**src/sv/ismu_pkg.sv**
```systemverilog
`timescale 1ns / 1ps

package ismu_pkg;

	localparam int MEM_SITES = 4096;
	localparam int STRIDE_CAP = 1048576;
	localparam int RECIP_SH = 24;

	localparam int CMD_W = 2;
	localparam int SITE_W = 12;
	localparam int RND_W = 32;
	localparam int LVL_FW = 3;
	localparam int THR_W = 33;
	localparam int CNT_W = 13;
	localparam int CHG_W = 14;

	localparam int DEF_SIDE = 64;
	localparam int DEF_DIMS = 2;

	localparam logic [THR_W-1:0] THR_MAX = 33'h1_0000_0000;

	localparam logic [CMD_W-1:0] CMD_TRIAL = 2'd0;
	localparam logic [CMD_W-1:0] CMD_LOAD = 2'd1;
	localparam logic [CMD_W-1:0] CMD_REPORT = 2'd2;

	typedef enum logic [2:0] {
		ST_CLEAR,
		ST_IDLE,
		ST_MUL,
		ST_MOD,
		ST_NB,
		ST_LAST,
		ST_DECIDE
	} state_t;

	// controller to datapath
	typedef struct packed {
		logic capture;
		logic clear;
		logic mul;
		logic modr;
		logic nb_rd;
		logic fire;
	} ctl_t;

	// datapath to controller
	typedef struct packed {
		logic clear_done;
		logic in_trial;
		logic nb_last;
		logic out_free;
	} sts_t;

	// stride of axis d, capped as the lattice grows
	function automatic longint ax_stride(input int side, input int d);
		longint s;
		s = 1;
		for (int i = 0; i < d; i++) begin
			s = s * side;
			if (s > STRIDE_CAP)
				s = STRIDE_CAP;
		end
		return s;
	endfunction

	function automatic int stored_sites(input int side, input int dims);
		longint s;
		s = ax_stride(side, dims);
		return (s < MEM_SITES) ? int'(s) : MEM_SITES;
	endfunction

endpackage

```
**src/sv/ismu_ctrl.sv**
```systemverilog
`timescale 1ns / 1ps

module ismu_ctrl (
	input  logic           clk,
	input  logic           arst_n,
	input  logic           in_valid,
	output logic           in_stall,
	input  ismu_pkg::sts_t sts,
	output ismu_pkg::ctl_t ctl
);

	ismu_pkg::state_t state_q, state_nxt;

	always_ff @(posedge clk or negedge arst_n) begin
		if (!arst_n)
			state_q <= ismu_pkg::ST_CLEAR;
		else
			state_q <= state_nxt;
	end

	always_comb begin
		state_nxt = state_q;
		case (state_q)
			ismu_pkg::ST_CLEAR: begin
				if (sts.clear_done)
					state_nxt = ismu_pkg::ST_IDLE;
			end
			ismu_pkg::ST_IDLE: begin
				if (in_valid)
					state_nxt = sts.in_trial ? ismu_pkg::ST_MUL : ismu_pkg::ST_DECIDE;
			end
			ismu_pkg::ST_MUL:  state_nxt = ismu_pkg::ST_MOD;
			ismu_pkg::ST_MOD:  state_nxt = ismu_pkg::ST_NB;
			ismu_pkg::ST_NB: begin
				if (sts.nb_last)
					state_nxt = ismu_pkg::ST_LAST;
			end
			ismu_pkg::ST_LAST: state_nxt = ismu_pkg::ST_DECIDE;
			ismu_pkg::ST_DECIDE: begin
				if (sts.out_free)
					state_nxt = ismu_pkg::ST_IDLE;
			end
			default: state_nxt = ismu_pkg::ST_IDLE;
		endcase
	end

	always_comb begin
		ctl = '0;
		in_stall = 1'b1;
		case (state_q)
			ismu_pkg::ST_CLEAR: ctl.clear = 1'b1;
			ismu_pkg::ST_IDLE: begin
				in_stall = 1'b0;
				ctl.capture = in_valid;
			end
			ismu_pkg::ST_MUL:    ctl.mul = 1'b1;
			ismu_pkg::ST_MOD:    ctl.modr = 1'b1;
			ismu_pkg::ST_NB:     ctl.nb_rd = 1'b1;
			ismu_pkg::ST_LAST:   ctl = '0;
			ismu_pkg::ST_DECIDE: ctl.fire = sts.out_free;
			default:             ctl = '0;
		endcase
	end

endmodule

```
**config.mk**
```make
export PLATFORM = sky130hd
export DESIGN_NAME = ismu_ctrl
export DESIGN_NICKNAME = d
export VERILOG_FILES = /design/src/sv/ismu_pkg.sv /design/src/sv/ismu_ctrl.sv
export SDC_FILE = /design/constraint.sdc
export NUM_CORES = 1
export LEC_CHECK = 0
export ABC_CLOCK_PERIOD_IN_PS = 1500
export BUFFER_PORTS_ARGS = -buffer_cell sky130_fd_sc_hd__buf_2
export CORE_AREA = 4 4 41 43
export CTS_BUF_LIST = sky130_fd_sc_hd__clkbuf_4 sky130_fd_sc_hd__clkbuf_8
export CTS_CLUSTER_DIAMETER = 80
export CTS_CLUSTER_SIZE = 30
export DETAILED_ROUTE_END_ITERATION = 10
export DIE_AREA = 0 0 45 47
export PLACE_DENSITY = 0.47
export SYNTH_ARGS = -nofsm -noshare
export SYNTH_HDL_FRONTEND = slang
export SYNTH_SLANG_ARGS = --single-unit
```
**constraint.sdc**
```tcl
create_clock -name clk -period 1.5 [get_ports clk]
set_clock_uncertainty 0.2 [all_clocks]
set_input_delay 0.3 -clock clk [delete_from_list [all_inputs] [get_ports clk]]
set_output_delay 0.3 -clock clk [all_outputs]
set_load 0.01 [all_outputs]
```
=== Word level (Yosys, flattened, before mapping) ===
Index checks and enable logic that the tools add are counted.

* Muxes and demuxes: 13
* Div/mod/pow operators: 0
* Reduce and logical (&&, ||, !) cells: 2
* Shift operators: 0
* Multipliers: 0
* Bitwise gates (word level): 0
* $lt $le $gt $ge: 0
* $add $sub $neg: 0
* Equal/unequal tests: 10

{| class="wikitable"
|+ Operator list
! kind !! count
|-
| $pmux W3 S7 || 1
|-
| $mux W3 || 5
|-
| $eq A3 B3 Y1 const B || 3
|-
| $ne A2 B2 Y1 const B || 4
|-
| $mux W1 || 7
|-
| $eq A3 B2 Y1 const B || 2
|-
| $reduce_and A4 Y1 || 1
|-
| $eq A3 B1 Y1 const B || 1
|-
| $logic_not A3 Y1 || 1
|}

* ROM bits: 0
* Memories kept: 0
* Logic and storage cells: 26
* Register bits after elaboration: 3
* Memory bits (writable): 0
* Bits of input ports: 7
* Bits in latches: 0

=== Depth between registers and ports, before layout ===
Gate-level depths: netlist of the first run.

* Depth in word-level cells: 3
* Mapped depth: 4
* Mapped depth without buffers: 3

=== Least setup slack after synthesis of the first run ===
No wires, ideal clock.

* Path kind: register to output
* From: register state_q[2]
* To: output port ctl[5] in the netlist's numbering
* Cell stages (with the launch flop): 4
* Data arrival time: 0.903 ns
* Setup slack: 0.097 ns
* Path through: dfrtp_1 and2b_4 nand2b_1 nor2_1

{| class="wikitable"
|+ RTL lines
! what !! line !! source
|-
| start: declaration || ismu_ctrl.sv:12 || <nowiki>ismu_pkg::state_t state_q, state_nxt;</nowiki>
|-
| start signal: assignment || ismu_ctrl.sv:16 || <nowiki>state_q <= ismu_pkg::ST_CLEAR;</nowiki>
|-
| start signal: assignment || ismu_ctrl.sv:18 || <nowiki>state_q <= state_nxt;</nowiki>
|-
| end: declaration || ismu_ctrl.sv:9 || <nowiki>output ismu_pkg::ctl_t ctl</nowiki>
|}

==> impl_metrics.env, run 1 <==
export IMPL_critical_path_slowest_cell="dfrtp_2"
export IMPL_rsz0062_at_grt="yes"
export IMPL_ys_warn_count=0
export IMPL_port_buffers=13
export IMPL_final_cells=67
export IMPL_cts_sinks=3
export IMPL_largestRegisters="state_q: 3 flops"
export IMPL_area_delta_synth_final_pct=70.6
export IMPL_largest_reg_flops=3
export IMPL_synth_cells=31
export IMPL_die_area_um2=2120
export IMPL_setup_tns_ns=-0.844
export IMPL_drt_iter0_markers=2
export IMPL_cts_tree="done"
export IMPL_max_slew_margin_pct=86.6
export IMPL_drt_wl_total_um=638
export IMPL_hold_path_class="input port to async pin"
export IMPL_design_core_area_um2=1300
export IMPL_chipHeight_um=47
export IMPL_drc=0
export IMPL_initial_core_util_pct=18.7
export IMPL_synth_nets=38
export IMPL_p_total_mw=0.887
export IMPL_post_route_period_util_pct=113
export IMPL_routedWlPerCell_um=9.52
export IMPL_peakVddDrop_uv=771
export IMPL_dp_cells=59
export IMPL_status="finished with violations"
export IMPL_final_antenna_net_count=0
export IMPL_cp_end_kind="output pin"
export IMPL_cts_max_path_buffers=2
export IMPL_ys_seq_area_share_pct=30.9
export IMPL_layout_commonest_cell="buf_2"
export IMPL_crit_path_start_kind="flop"
export IMPL_netlist_area_um2=243
export IMPL_maxSlewViolCount=0
export IMPL_path_class="flop to output pin"
export IMPL_violations="negative setup slack"
export IMPL_dp_slack_ns=0.0179
export IMPL_worstMarginPinSlew_ns=0.201
export IMPL_grt_usage_pct=7.52
export IMPL_grt_pass1_vias=244
export IMPL_viasPerCell=4.06
export IMPL_largest_register="state_q"
export IMPL_cts_made_buffers=3
export IMPL_die_w_um=45
export IMPL_worst_ep_required_time_ns=1.00
export IMPL_cts_root_buffer="clkbuf_4"
export IMPL_antenna_found_initial=0
export IMPL_fin_crit_ns=1.69
export IMPL_max_freq_ghz=0.592
export IMPL_ys_seq_elements=3
export IMPL_grt_max_degree=11
export IMPL_dpl_cell_area_um2=328
export IMPL_final_cell_area_um2=414
export IMPL_gr_total_overflow=0
export IMPL_critical_path_cell_chain="and2b_4 -> nand2b_4 -> nor2_1 -> buf_2"
export IMPL_dr_pass1_iters=2
export IMPL_grt_pass1_wl_um=993
export IMPL_synthDistinctLibCells=20
export IMPL_htreeDepth=1
export IMPL_finalHoldViolCount=0
export IMPL_syn_area_per_cell_um2=7.83
export IMPL_final_cell_mix="buf_2, buf_4, o21ai_0, clkbuf_4"
export IMPL_clk_pin_slew_ns=0.04
export IMPL_finalNetCount=60
export IMPL_fin_ws_ns=-0.190
export IMPL_clock_latency_ns=0.24
export IMPL_gp_congestion=0.719
export IMPL_diodes=0
export IMPL_dp_hpwl_um=455
export IMPL_worstPathMaxFanout=7
export IMPL_setup_violations=7
export IMPL_fp_row_count=13
export IMPL_io_pins=14
export IMPL_arrival_ns=1.19
export IMPL_critPathMaxStageDelay_ns=0.43
export IMPL_drive_gt1_share_pct=63.5
export IMPL_drv_cap=0
export IMPL_p_leak_nw=0.216
export IMPL_vias=272
export IMPL_powerDensity_nw_per_um2=2140
## where the power goes
group | internal (mW) | total [mW] | switching, mW | leakage (nW)
logic | 0.308 | 0.504 | 0.196 | 0.165
registers | 0.132 | 0.218 | 0.0857 | 0.0328
clock network | 0.118 | 0.166 | 0.0477 | 0.0184
## stage by stage
step                hold WS, ns  util [%]
finish                    0.183      31.8
CTS                       0.183      31.3
global placement         -0.102      25.2
floorplan                -0.196         -
global route              0.206      31.8
detailed placement       -0.101      25.2
## repair_timing
item / 4_1_cts / 5_1_grt
setup buffers: 3 / 0
endpoints found under the setup margin: 7 / 7
gates cloned: 0 / 0
pin swaps: 0 / 1
hold buffers: 1 / 0
gates resized for setup: 5 / 1
endpoints found under the hold margin: 3 / 0
## critical path: cells and delay by family (launching register included)
| kind | cells | cell delay (ns) |
|---|---|---|
| buf+inv | 1 | 0.13 |
| flops | 1 | 0.43 |
| simple gates | 3 | 0.40 |
## cell type report
type / count / area (µm²)
Tap cell: 15 / 18.8
Multi-Input combinational cell: 23 / 159
Clock buffer: 4 / 30.0
Fill cell: 148 / 887
Sequential cell: 3 / 78.8
Timing Repair Buffer: 20 / 120
Inverter: 2 / 7.51
## synth_stat cells, drive strengths merged
master | instances | share of area [%]
nor2 | 4 | 7.2
o21ai | 4 | 8.2
buf | 3 | 8.8
dfrtp | 3 | 31
and2 | 2 | 5.7
inv | 2 | 3.1
nand2b | 2 | 5.2
nor2b | 2 | 5.2
a211o | 1 | 3.6
a21o | 1 | 3.6
a21oi | 1 | 2.1
a22oi | 1 | 3.1
and2b | 1 | 4.1
nand2 | 1 | 1.5
nor3 | 1 | 2.1
nor3b | 1 | 3.1
o22ai | 1 | 2.6
## per-layer routing
metal  part of all wire (%)  GRT usage [%]  routed length [µm]
met1                     45           8.24                 288
met2                     40           8.76                 256
met3                     11           6.13                  73
met4                    3.0           7.02                  19
met5                      0              0                   0
## cell families (layout without fill, tap and decap cells)
group	Yosys count	after routing	synth area share (%)
compound gates	9	9	23.2
buf+inv	5	26	11.9
flops	3	3	30.9
simple gates	14	14	34.0
## worst paths after layout
kind	start	to	slack (ns)	depth (start not counted)
worst max-delay path	state_q[2]	ctl[5]	-0.19	4
worst min-delay path	arst_n	state_q[0]	0.18	2
worst max register to register	state_q[2]	state_q[0]	0.10	4
worst min register to register	state_q[2]	state_q[2]	0.34	1
max in group asynchronous	arst_n	state_q[2]	0.80	2
min in group clk	sts[0]	state_q[2]	0.19	4
(Power assumes the default switching activity.)
==> run 2, diff against run 1 <==
--- a/config.mk
+++ b/config.mk
@@ -5,7 +5,7 @@
 export SDC_FILE = /design/constraint.sdc
 export NUM_CORES = 1
 export LEC_CHECK = 0
-export ABC_CLOCK_PERIOD_IN_PS = 1500
+export ABC_CLOCK_PERIOD_IN_PS = 1900
 export BUFFER_PORTS_ARGS = -buffer_cell sky130_fd_sc_hd__buf_2
 export CORE_AREA = 4 4 41 43
 export CTS_BUF_LIST = sky130_fd_sc_hd__clkbuf_4 sky130_fd_sc_hd__clkbuf_8
==> constraint.sdc (replaced) <==
create_clock -name clk -period 1.9 [get_ports clk]
set_clock_uncertainty 0.2 [all_clocks]
set_input_delay 0.38 -clock clk [delete_from_list [all_inputs] [get_ports clk]]
set_output_delay 0.38 -clock clk [all_outputs]
set_load 0.01 [all_outputs]
==> impl_metrics.env, run 2 (synthesized netlist as in run 1, its figures left out) <==
export IMPL_switching_power_mw=0.221
export IMPL_port_buffers=13
export IMPL_drv_cap=0
export IMPL_viasPerCell=4.11
export IMPL_path_buf_inv=1
export IMPL_design_core_area_um2=1300
export IMPL_worstReg2RegEnd="state_q[0]"
export IMPL_final_util_pct=26.6
export IMPL_area_delta_synth_final_pct=42.8
export IMPL_p_seq_share_pct=31.5
export IMPL_drt_wl_total_um=576
export IMPL_cts_made_buffers=3
export IMPL_cts_sinks=3
export IMPL_dr_pass1_iters=4
export IMPL_power_frac_comb_pct=45.7
export IMPL_grt_max_degree=12
export IMPL_grt_pass1_wl_um=986
export IMPL_ff2ff_path_depth=3
export IMPL_final_antenna_net_count=0
export IMPL_largest_reg_flops=3
export IMPL_dp_slack_ns=0.287
export IMPL_seqCellArea_um2=76.3
export IMPL_cts_root_buffer="clkbuf_4"
export IMPL_path_class="flop to output pin"
export IMPL_grt_usage_pct=7.28
export IMPL_multi_input_area_um2=139
export IMPL_final_cells=61
export IMPL_peakVddDrop_uv=483
export IMPL_post_route_period_util_pct=95.8
export IMPL_rsz0062_at_grt="no"
export IMPL_cts_max_path_buffers=2
export IMPL_chipHeight_um=47
export IMPL_setup_tns_ns=0
export IMPL_die_w_um=45
export IMPL_worst_ep_required_time_ns=1.32
export IMPL_clk_pin_slew_ns=0.04
export IMPL_p_leak_nw=0.178
export IMPL_cts_tree="done"
export IMPL_critPathTopFamily="flip-flops"
export IMPL_die_area_um2=2120
export IMPL_critical_path_cell_chain="and2b_4 -> nand2b_1 -> nor2_1 -> buf_2"
export IMPL_gr_total_overflow=0
export IMPL_vias=251
export IMPL_setup_violations=0
export IMPL_largestRegisters="state_q: 3 flops"
export IMPL_drt_iter0_markers=10
export IMPL_largest_register="state_q"
export IMPL_finalNetCount=54
export IMPL_maxSlewViolCount=0
export IMPL_worstPathMaxFanout=11
export IMPL_final_cell_mix="buf_2, o21ai_0, clkbuf_4, nor2_1"
export IMPL_htreeDepth=1
export IMPL_dp_cells=56
export IMPL_status="complete, no violations"
export IMPL_critical_path_slowest_cell="dfrtp_2"
export IMPL_cp_end_kind="output pin"
export IMPL_gp_congestion=0.664
export IMPL_initial_core_util_pct=18.7
export IMPL_max_slew_margin_pct=82.4
export IMPL_antenna_found_initial=0
export IMPL_hold_path_class="input port to async pin"
export IMPL_routedWlPerCell_um=9.44
export IMPL_io_pins=14
export IMPL_p_int_mw=0.333
export IMPL_fin_ws_ns=0.0791
export IMPL_crit_path_start_kind="flop"
export IMPL_critPathMaxStageDelay_ns=0.46
export IMPL_clock_latency_ns=0.23
export IMPL_finalHoldViolCount=0
export IMPL_worstMarginPinSlew_ns=0.265
export IMPL_dp_hpwl_um=417
export IMPL_diodes=0
export IMPL_ff2ff_setup_slack_ns=0.61
export IMPL_worstReg2RegStart="state_q[2]"
export IMPL_max_freq_ghz=0.549
export IMPL_arrival_ns=1.24
export IMPL_swShare_pct=39.8
export IMPL_powerDensity_nw_per_um2=1600
export IMPL_fillers=160
export IMPL_fp_row_count=13
export IMPL_grt_pass1_vias=231
export IMPL_drc=0
export IMPL_p_clk_share_pct=22.8
export IMPL_layout_commonest_cell="buf_2"
export IMPL_fin_crit_ns=1.82
export IMPL_drive_gt1_share_pct=47.8
run 2: cell count changes in the layout (fill, tap and decap cells not counted):
| cell | before | now |
|---|---|---|
| dfrtp_1 | 0 | 2 |
| nand2b_4 | 2 | 0 |
| buf_4 | 6 | 0 |
| dfrtp_2 | 3 | 1 |
| nand2b_1 | 0 | 2 |
| nor3_1 | 0 | 1 |
| nor3_2 | 1 | 0 |
run 2: final cells by class:
type,count,share of cell area [%]
multi-input cells,23,40.1
flip-flops and latches,3,22.0
repair buffers,14,21.7
clock buffers,4,8.66
well taps,15,5.42
inverters,2,2.17
run 2: worst reg2reg max path: stages (launching register included):
cell and delay, ns:
dfrtp_2 0.46, and2b_4 0.29, a21oi_1 0.06, a22oi_1 0.20
run 2: power by group through the flow:
stage | registers [mW] | clock network [mW] | logic [mW]
after floorplan | 0.106 | 0 | 0.270
after global placement | 0.175 | 0 | 0.255
after detailed placement | 0.173 | 0 | 0.254
after CTS | 0.174 | 0.135 | 0.257
after global routing | 0.185 | 0.142 | 0.291
final | 0.174 | 0.126 | 0.253
run 2: routing by layer:
metal  GRT usage, %  vias to the layer above  routed length [µm]  share of wire [%]
met4           8.77                        0                   0                  0
li1               -                      132                   -                  -
met5              0                        -                   0                  0
met3           3.83                        0                  53                9.2
met1           8.24                      108                 244                 42
met2           8.76                       11                 277                 48
run 2: metrics by stage:
stage	instance area, µm²	power, mW	hold slack (ns)
final	347	0.554	0.271
after global routing	347	0.619	0.289
after CTS	345	0.566	0.260
after detailed placement	305	0.427	-0.0187
after global placement	305	0.430	-0.0214
after floorplan	243	0.376	-0.116
run 2: worst max path at each step:
| stage | startpoint | end | slack, ns | cells past startpoint |
|---|---|---|---|---|
| final | state_q[2] | ctl[5] | 0.08 | 4 |
| after detailed placement | state_q[2] | ctl[5] | 0.29 | 4 |
| after floorplan | state_q[2] | ctl[5] | 0.42 | 3 |
| after global routing | state_q[2] | ctl[5] | 0.008 | 4 |
| after CTS | state_q[2] | ctl[5] | 0.03 | 4 |
| after global placement | state_q[2] | ctl[5] | 0.30 | 4 |
run 2: timing repair:
| item | 4_1_cts | 5_1_grt |
|---|---|---|
| hold buffers | 1 | 0 |
| hold endpoints to repair | 3 | 0 |
| gates resized for setup | 0 | 1 |
| setup endpoints to repair | 0 | 2 |
| setup buffers | 0 | 0 |
